$ cat src/hdl/dkl_cell.sv
`timescale 1ns / 1ps
`default_nettype none
// ----------------------------------------------------------------------------
// dkl_cell
// One column cell of the disk sum chain: adds its column partial to the
// running sum from its neighbor and hands the result on.
// ----------------------------------------------------------------------------
module dkl_cell #(
   parameter int SUM_WIDTH  = 16,
   parameter int PART_WIDTH = 12
) (
   input  wire logic                  clock,
   input  wire logic                  shift_en,
   input  wire logic [SUM_WIDTH-1:0]  acc_in,
   input  wire logic [PART_WIDTH-1:0] part_in,
   output logic      [SUM_WIDTH-1:0]  acc_out
);

   logic [SUM_WIDTH-1:0] acc_ff;
   logic [SUM_WIDTH-1:0] acc_in_next;

   assign acc_in_next = acc_in + SUM_WIDTH'(part_in);
   assign acc_out     = acc_ff;

   always_ff @(posedge clock) begin
      if (shift_en) begin
         acc_ff <= acc_in_next;
      end
   end

endmodule
`default_nettype wire

$ cat config.mk
export PLATFORM = sky130hd
export DESIGN_NAME = dkl_cell
export DESIGN_NICKNAME = d
export VERILOG_FILES = /design/src/hdl/dkl_cell.sv
export SDC_FILE = /design/constraint.sdc
export NUM_CORES = 1
export LEC_CHECK = 0
export BUFFER_PORTS_ARGS = -buffer_cell sky130_fd_sc_hd__buf_2
export CAP_MARGIN = 20
export CORE_MARGIN = 2
export CORE_UTILIZATION = 49
export CTS_BUF_LIST = sky130_fd_sc_hd__clkbuf_8 sky130_fd_sc_hd__clkbuf_16
export DETAILED_ROUTE_END_ITERATION = 6
export PLACE_DENSITY = 0.79
export SYNTH_ARGS = -nofsm -noshare
export SYNTH_HDL_FRONTEND = slang
export SYNTH_SLANG_ARGS = --single-unit
$ cat constraint.sdc
create_clock -name clock -period 2.7 [get_ports clock]
set_input_delay 0.27 -clock clock [delete_from_list [all_inputs] [get_ports clock]]
set_output_delay 0.27 -clock clock [all_outputs]
set_load 0.02 [all_outputs]
==> impl_results.md <==
* Min-delay worst type: in -> reg
* Setup TNS at 0 ps
* Sw Pwr at ~0.00025 W
* Crit-path leading delay family: compound AO/OA/AOI/OAI gates
* Worst vdd ir at 0.000316 V
* Total track usage at about a fifth
* Vias per inst at 5.72
* Grt ovf at 0
* Die Span Y at 54.9 um
* Slowest cell on crit path: fa_1
* Crit share post-route at between 70% and 80%
* LEAKAGE at 0.679 nW
* Clock transition at path regs at roughly 60 ps
* Crit path DAT at roughly 2000 ps
* Commonest cells after routing, fill and taps aside: buf_2 (45), edfxtp_1 (16), ha_1 (12)
* Post-detail-place hpwl at 2190 um
* PortBufs at 45
* Setup WS pre-CTS at 466 ps
* Critical path peak fanout at 8
* Post-CTS Resized at 0
* Cell Chain, Critical Path: buf_2, ha_1, fa_1, a21o_1, a221oi_4, o21ai_0, xor2_1
* Final Hold Viols at 0
* Post-CTS Setup Bufs at 0
* Initial antenna violation count at 0
* Layout Nets at 210
* MaxCap Viol Count at 0
* Slowest stage delay, CP at between 400 and 500 ps
* Final Wtd Congestion at 0.792
* Syn_nets at 163
* Switching Fraction at 32.2%
* Number of synthesized register bits at 16
* Longest Clk Path Bufs at 2
* Worst path required time at 2690 ps
* CTS root buffer: clkbuf_8
* P_int at 0.000538 W
* Final instance area at 1560 um2
* Mapped Cells at 120
* Clock power share at 22.1%
* CTS tree: yes
* Initial DRT Pass Iterations at 4
* CP bufs+invs at 1
* WHS Path Cells at 2
* Sequential fraction of the synthesis area at 37.8%
* WHS at 342 ps
* Fin crit period at 1970 ps
* Syn-to-layout area delta at 22.5%
* Vias in the first global route at ~1000
* Synth warn at 0
* First-pass GRT wire length at 4020 um
* Post-DRT Antenna Nets at 0
* Post-cts hold buffer count at 0
* Flop pwr share at 41.6%
* CORE AREA at 2480 um2
* Count of final max-slew check failures at 0
* TritonCTS buffer count at 3
* Final count of negative-setup-slack endpoints at 0
* Die W at around 55 um
* Fillers at 211
* Critical Path Stages at 7
* Yosys cell types at 36
* H-tree depth at 1
* Commonest non-fill, non-tap cell in the layout: buf_2
* Clock sinks at 16
* Antenna cell count at 0
* RSZ-0062 raised after global routing: false
* Run status: completed
* Total power at 0.000792 W
* Number of remaining DRC errors at 0
* Die area at 3020 um2
* Worst-Margin Slew at 501 ps
* PwrDens at 509 nW/um2
* Via count at roughly 1100
* Largest net degree at the start of global routing at 17
* Worst setup EP type: flop
* Std cell rows at 18
* Final WL at around 2700 um
* Combinational group share of total power at 36.3%
* Worst Slack Setup Final at 730 ps
* # IOs at 46
* Starting Density at 51.3%
* Post-place instance area at approximately 1500 um2
* Layout cells sized above 1 at 31.9%
* WS Path Type: in -> reg
* Max FFs per register at 16
* Syn_area_per_cell at 10.6 um2
* Max Clk Rate at 508 MHz
* Crit start category: primary input
* Wirelength per Cell at 13.6 um
* Rel. slew slack at 66.2%
* 1st-iter DRT viols at 23
* Mapped Area at 1270 um2
final cells by class:
cell class / count / area, um2 / share of cell area [%]
multi-input cells: 96 / 751 / 48.2
well taps: 30 / 37.5 / 2.41
clock inverters: 1 / 3.75 / 0.241
repair buffers: 45 / 225 / 14.5
clock buffers: 3 / 41.3 / 2.65
inverters: 5 / 18.8 / 1.20
flip-flops and latches: 16 / 480 / 30.8
stage by stage:
| stage | std cells | util, % |
|---|---|---|
| finish | 196 | 62.9 |
| global route | 196 | 62.9 |
| CTS | 196 | 62.9 |
| detailed placement | 192 | 61.1 |
| global placement | 192 | 61.1 |
| floorplan | 120 | - |
final timing paths:
check             slack [ps]                     to       start
setup / recovery         730  acc_out[10]$_DFFE_PP_   acc_in[0]
hold / removal           340   acc_out[0]$_DFFE_PP_  part_in[0]
cells by family (layout without fill, tap and decap cells):
kind of cell / Yosys count / count (layout) / share of synthesized area (%)
DFF: 16 / 16 / 37.8
and+or+nand+nor: 39 / 39 / 16.2
buffers and inverters: 8 / 54 / 3.15
AOI/OAI and AO/OA: 35 / 35 / 23.2
adders and majority gates: 13 / 13 / 13.4
xor gates and xnor gates: 9 / 9 / 6.20
layer usage:
metal,GRT usage [%],up-vias,part of all wire [%]
met4,8.54,0,1.0
met1,23.5,517,43
li1,-,560,-
met5,0,-,0
met3,1.08,2,6.0
met2,32.5,43,49
synthesized netlist by cell type (all sizes together):
cell	number	area, um2
o211ai	3	22.5
o311ai	2	17.5
xor2	3	26.3
o221ai	2	17.5
a31oi	1	6.26
nand4	3	18.8
or3	3	18.8
or4	1	7.51
edfxtp	16	480
nor3	2	10.0
and2	2	12.5
nor2	6	22.5
o2111ai	1	8.76
nand3b	1	7.51
buf	3	21.3
nand3	7	35.0
o21ai	2	10.0
o2111a	2	22.5
a21o	5	37.5
xnor2	6	52.6
a31o	1	17.5
nor3b	2	15.0
nand2b	3	18.8
o21a	1	7.51
fa	1	20.0
a221oi	1	26.3
a2111oi	1	27.5
inv	5	18.8
a21oi	11	58.8
ha	12	150
and3	2	13.8
nand2	7	26.3
a211oi	2	15.0
power by group through the flow:
stage / clock [W] / combinational, W / sequential [W]
5_1_grt: 0.000190 / 0.000314 / 0.000334
6_report: 0.000175 / 0.000288 / 0.000330
2_1_floorplan: 0 / 0.000150 / 0.000385
3_5_place_dp: 0 / 0.000288 / 0.000335
3_3_place_gp: 0 / 0.000278 / 0.000334
4_1_cts: 0.000179 / 0.000288 / 0.000330
(Power assumes the default switching activity.)
