`config.mk`:
```
export PLATFORM = sky130hd
export DESIGN_NAME = dkl_ram
export DESIGN_NICKNAME = d
export VERILOG_FILES = /design/src/hdl/dkl_ram.sv
export SDC_FILE = /design/constraint.sdc
export NUM_CORES = 2
export LEC_CHECK = 0
export ABC_AREA = 0
export BUFFER_PORTS_ARGS = -buffer_cell sky130_fd_sc_hd__buf_2
export CORE_MARGIN = 1.5
export CORE_UTILIZATION = 33
export CTS_CLUSTER_DIAMETER = 150
export DETAILED_ROUTE_END_ITERATION = 16
export GPL_TIMING_DRIVEN = 0
export HOLD_SLACK_MARGIN = 0.05
export PLACE_DENSITY = 0.59
export RECOVER_POWER = 50
export SETUP_SLACK_MARGIN = 0.15
export SLEW_MARGIN = 20
export SYNTH_ARGS = -nofsm -noshare
export SYNTH_HDL_FRONTEND = slang
export SYNTH_SLANG_ARGS = --single-unit
```
`constraint.sdc`:
```
create_clock -name clock -period 2.61 [get_ports clock]
set_input_delay 0.522 -clock clock [delete_from_list [all_inputs] [get_ports clock]]
set_output_delay 0.522 -clock clock [all_outputs]
set_load 0.01 [all_outputs]
```
`src/hdl/dkl_ram.sv`:
```
`timescale 1ns / 1ps
`default_nettype none
// ----------------------------------------------------------------------------
// dkl_ram
// Generic simple dual-port RAM, one write and one registered read port.
// ----------------------------------------------------------------------------
module dkl_ram #(
   parameter int WIDTH = 8,
   parameter int DEPTH = 256
) (
   input  wire logic                     clock,
   input  wire logic                     wr_en,
   input  wire logic [$clog2(DEPTH)-1:0] wr_addr,
   input  wire logic [WIDTH-1:0]         wr_data,
   input  wire logic                     rd_en,
   input  wire logic [$clog2(DEPTH)-1:0] rd_addr,
   output logic      [WIDTH-1:0]         rd_data
);

   logic [WIDTH-1:0] mem_ff [DEPTH];

   always_ff @(posedge clock) begin
      if (wr_en) begin
         mem_ff[wr_addr] <= wr_data;
      end
      if (rd_en) begin
         rd_data <= mem_ff[rd_addr];
      end
   end

endmodule
`default_nettype wire

```
==> impl_metrics.tcl <==
set metrics [dict create \
    postSynthCellCount 3733 \
    endpoint_kind "flop" \
    synth_top_cell_by_area "edfxtp_1" \
    synth.area.top_cells "edfxtp_1, mux4_2, mux2i_1" \
    root_buffer "clkbuf_16" \
    postRouteAntennaNets 0 \
    grt_pass1_vias 41000 \
    worstSetupStartpointType "primary input" \
    syn_area_um2 79600 \
    synth_edf_count 2056 \
    gr-total-overflow 0 \
    placed_cell_area_um2 84900 \
    drc 0 \
    synth_top_cell_area_share 0.775 \
    core_area_um2 240000 \
    period_needed_ns 2.71 \
    drt_pass1_iterations 6 \
    yosys.cell_types.count 54 \
    outcome "finished, violations left" \
    clk_pin_slew_ns 0.07 \
    power.density_nw_per_um2 749 \
    insertion_delay_ns 0.86 \
    numClockSinks 2056 \
    critPathKind "in2reg" \
    ys_ff_latch 2056 \
    synth_ff_type "edfxtp_1" \
    syn2layout_area_growth_pct 18.1 \
    hold_viol_final 0 \
    max_freq_mhz 370 \
    layout_commonest_cell "edfxtp_1" \
    slowest_delay_ns 0.59 \
    portBuffers 27 \
    ys_seq_area_frac 0.775 \
    initialDrtViolationCount 6243 \
    most-common-layout-cells "edfxtp_1, mux4_2, clkbuf_16" \
    cp.arrival_ns 3.41 \
    grt_max_degree 134 \
    htreeDepth 4 \
    place.gp.congestion 0.955 \
    fin_area_um2 94100 \
    wl_per_cell_um 33.5 \
    grt_pass1_wl_um 336000 \
    slowest_stage "a21oi_1" \
    rsz0062_at_grt "yes" \
    tritoncts "yes" \
    fin_crit_sh 1.04 \
    worst_slew_pin_slew_ns 2.08 \
    slew-limit-headroom -0.386 \
    dieArea_um2 244000 \
    grt_use_total 0.200 \
    die_w_um 494 \
    num_vias 41700 \
    dp.cells 6975 \
    holdCritPathClass "in2reg" \
    nNetsFinal 4043 \
    worstPathCellList "buf_2, buf_2, buf_4, nand2b_1, buf_2, a21oi_1, nor3_2, nor4_2, buf_4" \
    drive_gt1_frac 0.317 \
    violations "capacitance limit, slew limit, setup timing" \
    worst-path-max-fanout 10 \
    via_per_inst 5.66 \
    antenna_found_initial 23 \
    worstPathRequired_ns 3.31 \
    drv_slew 295 \
    setup_viol 47 \
    initial_core_util 0.331 \
    routed_wl_um 247000 \
    yosysWarnings 0 \
    async_reset_ff_frac 0 \
    final_cell_count_no_fill 7374 \
    synth_area_per_cell_um2 21.3 \
    top_level_ports 35 \
    finClkSkew_ns 0.0463 \
    cts_buffer_depth 3 \
    final.setup.worst_slack_ns -0.0955 \
    rows 180 \
    vdd_drop_max_mv 0.681 \
    hpwlAfterDp_um 166000 \
    maxCapViolations 3 \
    worst_path_most_repeated_cell "buf_2" \
    cts_made_buffers 203 \
    p_leak_nw 28.5 \
    die_h_um 494 \
    synthesis.nets 3760 \
]
-- per-layer routing --
layer  vias to the layer above  track usage  wire length [um]
met1                     22400        0.270             95800
met3                       473       0.0465             25700
met4                         2       0.0932             12400
li1                      16300            -                 -
met2                      2532        0.306            113000
met5                         -            0                 1
-- through the flow --
step                      utilization  setup TNS [ns]  hold slack [ns]  setup slack [ns]  power [mW]
after CTS                       0.389          -0.106           0.0750           -0.0555        70.5
after global placement          0.350        -6881.54            0.938             -3.32        41.1
after detailed placement        0.353        -1939.01            0.828             -2.85        41.1
after global routing            0.392        -0.00779            0.429          -0.00779        71.9
final                           0.392           -1.02            0.462           -0.0955        70.4
after floorplan                     -               0            0.621             0.131        39.0
-- worst max-delay path: cells and delay by family --
kind,cells,cell delay (ns)
buffers and inverters,5,1.45
and+or+nand+nor,3,0.80
AOI/OAI and AO/OA,1,0.59
-- final cells by class --
| type | instances | area, um2 |
|---|---|---|
| clock inverter | 131 | 1470 |
| tap | 3185 | 3990 |
| timing repair buffer | 80 | 1040 |
| antenna | 6 | 15.0 |
| inverter | 2 | 8.76 |
| fill | 21200 | 146000 |
| sequential | 2056 | 61700 |
| clock buffer | 241 | 5220 |
| buffer | 231 | 2310 |
| multi-input combinational | 1442 | 18300 |
-- synth_stat cells, types with 10 or more instances --
| library cell | count |
|---|---|
| o21ai_0 | 10 |
| buf_1 | 22 |
| nor2b_1 | 31 |
| edfxtp_1 | 2056 |
| o221ai_1 | 46 |
| nor3_1 | 22 |
| o22ai_1 | 28 |
| a21oi_1 | 96 |
| nor2_1 | 282 |
| nand4_1 | 10 |
| a22oi_1 | 133 |
| nor4_1 | 24 |
| clkbuf_1 | 111 |
| mux2i_1 | 134 |
| buf_2 | 31 |
| buf_6 | 21 |
| buf_8 | 13 |
| mux4_2 | 454 |
| o211ai_1 | 10 |
| a221oi_1 | 13 |
| buf_4 | 27 |
| nand2_1 | 33 |
| a211oi_1 | 16 |
| nand3_1 | 34 |
-- state kept, by name (all words and copies together), names as in the netlist --
register	flops
mem_ff	2048
rd_data	8
-- report_power, final --
group          total (mW)  switching [mW]  internal [mW]
Combinational        4.45            2.99           1.46
Sequential           36.4          0.0243           36.4
Clock                29.5            13.0           16.5
Total                70.4            16.0           54.4
-- cells by family after synthesis --
group	count (synthesis)	share of synthesized area
buf+inv	235	0.0183
mux	591	0.146
compound gates	385	0.0342
simple gates	466	0.0263
flops	2056	0.775
-- timing repair --
action / 4_1_cts / 5_1_grt
pin swaps: 27 / 20
hold buffers: 6 / 0
buffers inserted: 5 / 12
resized for setup: 468 / 169
endpoints found under the setup margin: 1647 / 498
endpoints found under the hold margin: 93 / 0
-- path summary, 6_finish.rpt --
check	startpoint	to	slack (ns)	cells after the start
worst max-delay path	rd_addr[3]	rd_data[5]	-0.1	9
worst min-delay path	wr_addr[2]	mem_ff[204][5]	0.46	3
worst max register to register	mem_ff[83][4]	rd_data[4]	-0.02	5
worst min register to register	mem_ff[68][6]	rd_data[6]	1.19	5
(Power assumes the default switching activity.)
