## config.mk

```make
export PLATFORM = sky130hd
export DESIGN_NAME = dkl_result_queue
export DESIGN_NICKNAME = d
export VERILOG_FILES = /design/src/hdl/dkl_pkg.sv /design/src/hdl/dkl_result_queue.sv
export SDC_FILE = /design/constraint.sdc
export NUM_CORES = 1
export LEC_CHECK = 0
export ABC_AREA = 1
export BUFFER_PORTS_ARGS = -buffer_cell sky130_fd_sc_hd__buf_2
export CAP_MARGIN = 5
export CELL_PAD_IN_SITES_DETAIL_PLACEMENT = 1
export CELL_PAD_IN_SITES_GLOBAL_PLACEMENT = 1
export CORE_MARGIN = 2
export CORE_UTILIZATION = 50
export CTS_CLUSTER_SIZE = 28
export DETAILED_ROUTE_END_ITERATION = 10
export GPL_TIMING_DRIVEN = 0
export MAX_ROUTING_LAYER = met4
export PLACE_DENSITY_LB_ADDON = 0.1
export SLEW_MARGIN = 10
export SYNTH_ARGS = -nofsm -noshare
export SYNTH_HDL_FRONTEND = slang
export SYNTH_SLANG_ARGS = --single-unit
```

## constraint.sdc

```tcl
create_clock -name clock -period 3 [get_ports clock]
set_clock_uncertainty 0.1 [all_clocks]
set_input_delay 0.15 -clock clock [delete_from_list [all_inputs] [get_ports clock]]
set_output_delay 0.15 -clock clock [all_outputs]
set_load 0.02 [all_outputs]
```

## src/hdl/dkl_pkg.sv

```systemverilog
`timescale 1ns / 1ps
`default_nettype none
// ----------------------------------------------------------------------------
// dkl_pkg
// Shared types, constants and disk geometry functions of the darkest disk
// locator.
// ----------------------------------------------------------------------------
package dkl_pkg;

   localparam int PIXEL_WIDTH    = 8;
   localparam int COORD_WIDTH    = 8;
   localparam int SUM_OUT_WIDTH  = 15;
   localparam int CSR_DATA_WIDTH = 9;
   localparam int CSR_IDX_WIDTH  = 1;
   localparam int RES_DEPTH      = 8;
   localparam int MAX_RADIUS     = 16;

   localparam logic [CSR_IDX_WIDTH-1:0] CSR_REGION_WIDTH  = 1'b0;
   localparam logic [CSR_IDX_WIDTH-1:0] CSR_REGION_HEIGHT = 1'b1;

   localparam logic [CSR_DATA_WIDTH-1:0] REGION_SIZE_RESET = 9'd256;

   typedef struct packed {
      logic                     found;
      logic [SUM_OUT_WIDTH-1:0] darkest_sum;
      logic [COORD_WIDTH-1:0]   center_y;
      logic [COORD_WIDTH-1:0]   center_x;
   } dkl_result_type;

   // largest |dy| inside the disk at horizontal offset dx
   function automatic int half_span(input int dx, input int radius);
      int h;
      h = 0;
      for (int y = 0; y <= MAX_RADIUS; y++) begin
         if (y <= radius && y * y + dx * dx <= radius * radius) begin
            h = y;
         end
      end
      return h;
   endfunction

   // number of pixels in the disk
   function automatic int disk_points(input int radius);
      int n;
      int a;
      n = 0;
      for (int dx = -MAX_RADIUS; dx <= MAX_RADIUS; dx++) begin
         a = (dx < 0) ? -dx : dx;
         if (a <= radius) begin
            n = n + 2 * half_span(a, radius) + 1;
         end
      end
      return n;
   endfunction

endpackage
`default_nettype wire

```

## src/hdl/dkl_result_queue.sv

```systemverilog
`timescale 1ns / 1ps
`default_nettype none
// ----------------------------------------------------------------------------
// dkl_result_queue
// Small result FIFO between the search pipeline and the result channel.
// ----------------------------------------------------------------------------
module dkl_result_queue #(
   parameter int DEPTH = 8
) (
   input  wire logic                    clock,
   input  wire logic                    reset,
   input  wire logic                    push,
   input  wire dkl_pkg::dkl_result_type push_data,
   output logic                         out_valid,
   input  wire logic                    out_ready,
   output dkl_pkg::dkl_result_type      out_data
);
   import dkl_pkg::*;

   localparam int AW = $clog2(DEPTH);
   localparam int CW = $clog2(DEPTH + 1);

   dkl_result_type mem_ff [DEPTH];
   logic [AW-1:0]  wr_ptr_ff;
   logic [AW-1:0]  wr_ptr_in;
   logic [AW-1:0]  rd_ptr_ff;
   logic [AW-1:0]  rd_ptr_in;
   logic [CW-1:0]  count_ff;
   logic [CW-1:0]  count_in;
   logic           pop;

   assign out_valid = (count_ff != '0);
   assign out_data  = mem_ff[rd_ptr_ff];
   assign pop       = out_valid && out_ready;

   always_comb begin
      wr_ptr_in = wr_ptr_ff;
      rd_ptr_in = rd_ptr_ff;
      count_in  = count_ff;
      if (push) begin
         wr_ptr_in = (wr_ptr_ff == AW'(DEPTH - 1)) ? '0 : wr_ptr_ff + 1'b1;
      end
      if (pop) begin
         rd_ptr_in = (rd_ptr_ff == AW'(DEPTH - 1)) ? '0 : rd_ptr_ff + 1'b1;
      end
      case ({push, pop})
         2'b10:   count_in = count_ff + 1'b1;
         2'b01:   count_in = count_ff - 1'b1;
         default: count_in = count_ff;
      endcase
   end

   always_ff @(posedge clock) begin
      if (reset) begin
         wr_ptr_ff <= '0;
         rd_ptr_ff <= '0;
         count_ff  <= '0;
      end else begin
         wr_ptr_ff <= wr_ptr_in;
         rd_ptr_ff <= rd_ptr_in;
         count_ff  <= count_in;
      end
   end

   always_ff @(posedge clock) begin
      if (push) begin
         mem_ff[wr_ptr_ff] <= push_data;
      end
   end

endmodule
`default_nettype wire

```

==> results.md <==
- Switching power total: around 0.0037 W
- Worst Hold Slack: between 0.3 and 0.4 ns
- Post-synthesis cell count: between 800 and 900
- Worst Setup Slack, final: 0.3489 ns
- Critical path class: flop to output pin
- Synthesized area per cell: 13.09 µm²
- Height of the die: about 150 µm
- Gpl congestion: around 0.8
- Placement Setup Slack: just over 0.8 ns
- Die Wd: ~150 µm
- R2R depth: 13
- Sw frac: about 34%
- Nature of the critical path startpoint: flop
- Initial antenna violation count: 0
- Worst-Skew Late Latency: roughly 0.53 ns
- Reg power frac: slightly above 40%
- Area growth syn-to-layout: 19.79%
- Hold Crit Class: primary input to flop
- Most frequent cells in the layout: 256 x edfxtp_1, 139 x nor2_1, 114 x o21ai_0, 109 x nand2_1, 79 x buf_2
- Unrepaired setup endpoints after global routing: no
- Layout cells sized above 1: ~15%
- DRC: 0
- Max-cap check violation count: 0
- First-pass GRT wire length: roughly 43000 µm
- Drt wl/cell: 21.99 µm
- Nets: between 900 and 1000
- # H-tree levels: 1
- # setup viols final: 0
- Worst endpoint data arrival time: between 2 and 2.5 ns
- Routed via count: ~7000
- Reg2reg end: count_ff[2]$_SDFFE_PP0P_
- Post-layout util: about 61%
- Dpl hpwl: about 17000 µm
- Top post-synthesis cells by area: edfxtp_1 72%, o21ai_0 5.4%, nor2_1 5.2%
- Synth top area share: ~72%
- Synthesis warning total: 0
- Highest clock rate: 0.3772 GHz
- Combinational Power Share: roughly 31%
- Pwr per Cell Area: about 840 nW/µm²
- Clock sink total: between 200 and 300
- Internal Power: 0.007048 W
- Detail Route Antenna Nets: 0
- Synthesized cell area: 10630 µm²
- Reg clk slew, reported paths: 0.06 ns
- CP required: about 2.8 ns
- Die area: 22440 µm²
- Iter 0 DRT Violations: 440
- R2r setup slk: about 0.82 ns
- Sequential share of the synthesized area: about three quarters
- PortBufs: roughly 70
- Net Count, Synth: ~860
- IO Count: 69
- Min Tclk post-route: between 2 and 3 ns
- GRT Residual Overflow: 0
- Critical Path End: out_data[5]
- Worst Hold Launch: push_data[23]
- Fin cells: 1245
- Core Rows: 53
- Crit Path Max Fanout: 10
- Crit share post-route: around 88%
- CTS tree: done
- Placed insts: 1163
- Most common cell after layout, fill and taps aside: edfxtp_1
- Vias in the first global route: ~8000
- Synth area leader: edfxtp_1
- Number of cells upsized or downsized after cts: 0
- R2R Path Start: count_ff[2]$_SDFFE_PP0P_
- Largest net degree at the start of global routing: 25
- CTS Buf Count: 28
- Routed WL: 27380 µm
- Root Buffer: clkbuf_16
- Synth Register Bits: about 270
- Relative slew slack: between 40% and 50%
- Outcome: finished, final reports clean
- TritonRoute pass-1 iters: 5
- Pleak: around 4.6 nW
- Routed vias/inst: roughly 5.6
- Initial Util: about half
- Ant diodes: 0
- Worst VDD drop: approximately 0.57 mV
- Worst Tran Pin Value: around 0.81 ns
- Clock power frac: between 20 and 30%
- Max-slew violations: 0
- Final Hold Fails: 0
- Crit end category: output pin
- CTS max path bufs: 3
- Global Route Usage Sum: 26.13%
- # fillers: around 2100
- Core area: 20960 µm²
- Netlist cell types: 24
==> worst min-delay path by stage <==
stage	slack (ns)	depth (start not counted)	end
final	0.31	2	mem_ff[5][23]$_DFFE_PP_
after global routing	0.33	2	mem_ff[4][5]$_DFFE_PP_
after CTS	0.30	2	mem_ff[7][27]$_DFFE_PP_
after detailed placement	0.28	2	wr_ptr_ff[0]$_SDFFE_PP0P_
after global placement	0.27	2	wr_ptr_ff[0]$_SDFFE_PP0P_
after floorplan	0.12	1	wr_ptr_ff[0]$_SDFFE_PP0P_
==> area by class of cell <==
class	instances	area (µm²)	share of cell area [%]
flip-flops and latches	269	7948	62.42
plain buffers	45	269.0	2.113
inverters	18	67.56	0.5307
clock buffers	35	748.2	5.877
multi-input cells	480	2405	18.89
clock inverters	11	45.04	0.3538
repair buffers	112	905.9	7.115
well taps	275	344.1	2.702
==> flip-flops by register name, indices dropped and copies added, names as in the netlist, named ones only <==
register	cells
rd_ptr_ff	3
wr_ptr_ff	3
count_ff	4
mem_ff	256
==> critical path, stage by stage, from the launching register on <==
cell	delay, ns
dfxtp_1	0.34
buf_2	0.24
clkbuf_1	0.51
o21ai_0	0.23
o22ai_1	0.22
nand2_1	0.07
nand2_1	0.09
buf_2	0.16
==> logic make-up (layout without fill, tap and decap cells) <==
| group | count (synthesis) | in the layout | share of synthesized area, % |
|---|---|---|---|
| mux | 32 | 32 | 3.014 |
| buf+inv | 63 | 221 | 3.166 |
| flops | 269 | 269 | 74.77 |
| compound gates | 177 | 177 | 8.711 |
| xor+xnor | 2 | 2 | 0.1648 |
| simple gates | 262 | 262 | 9.347 |
| fa+ha+maj | 7 | 7 | 0.8240 |
==> per-layer routing <==
| layer | GRT usage, % | share of wire (%) | up-vias |
|---|---|---|---|
| met3 | 3.567 | 4.3 | 68 |
| met1 | 31.93 | 41 | 3500 |
| met5 | - | 0 | - |
| li1 | - | - | 3211 |
| met2 | 45.46 | 51 | 195 |
| met4 | 7.972 | 2.8 | 0 |
==> synth_stat cells <==
cell / number
a21oi_1: 8
buf_1: 2
buf_12: 1
buf_2: 11
buf_4: 7
buf_6: 2
buf_8: 2
clkbuf_1: 15
clkbuf_2: 5
dfxtp_1: 13
edfxtp_1: 256
ha_1: 7
inv_1: 18
mux2i_1: 32
nand2_1: 109
nand3_1: 3
nand4_1: 1
nor2_1: 147
nor3_1: 1
o21ai_0: 114
o21ai_1: 23
o22ai_1: 32
or2_2: 1
xnor2_1: 2
==> power by group through the flow <==
stage          logic, W  registers (W)  clock network, W
2_1_floorplan   0.00209        0.00439                 0
3_3_place_gp    0.00309        0.00440                 0
3_5_place_dp    0.00329        0.00441                 0
4_1_cts         0.00336        0.00433           0.00313
5_1_grt         0.00368        0.00434           0.00325
6_report        0.00333        0.00433           0.00307
==> through the flow <==
| step | cell area, µm² | TNS (ns) | power, W |
|---|---|---|---|
| finish | 12730 | 0 | 0.01073 |
| global placement | 11310 | -170.32 | 0.007496 |
| CTS | 12730 | 0 | 0.01082 |
| global route | 12730 | 0 | 0.01127 |
| floorplan | 10630 | 0 | 0.006483 |
| detailed placement | 11580 | 0 | 0.007700 |
==> what timing repair did <==
item | CTS | global route
endpoints found under the hold margin | 269 | 0
hold buffers | 36 | 0
buffers inserted | 0 | 0
setup endpoints to repair | 0 | 0
(Power assumes the default switching activity.)
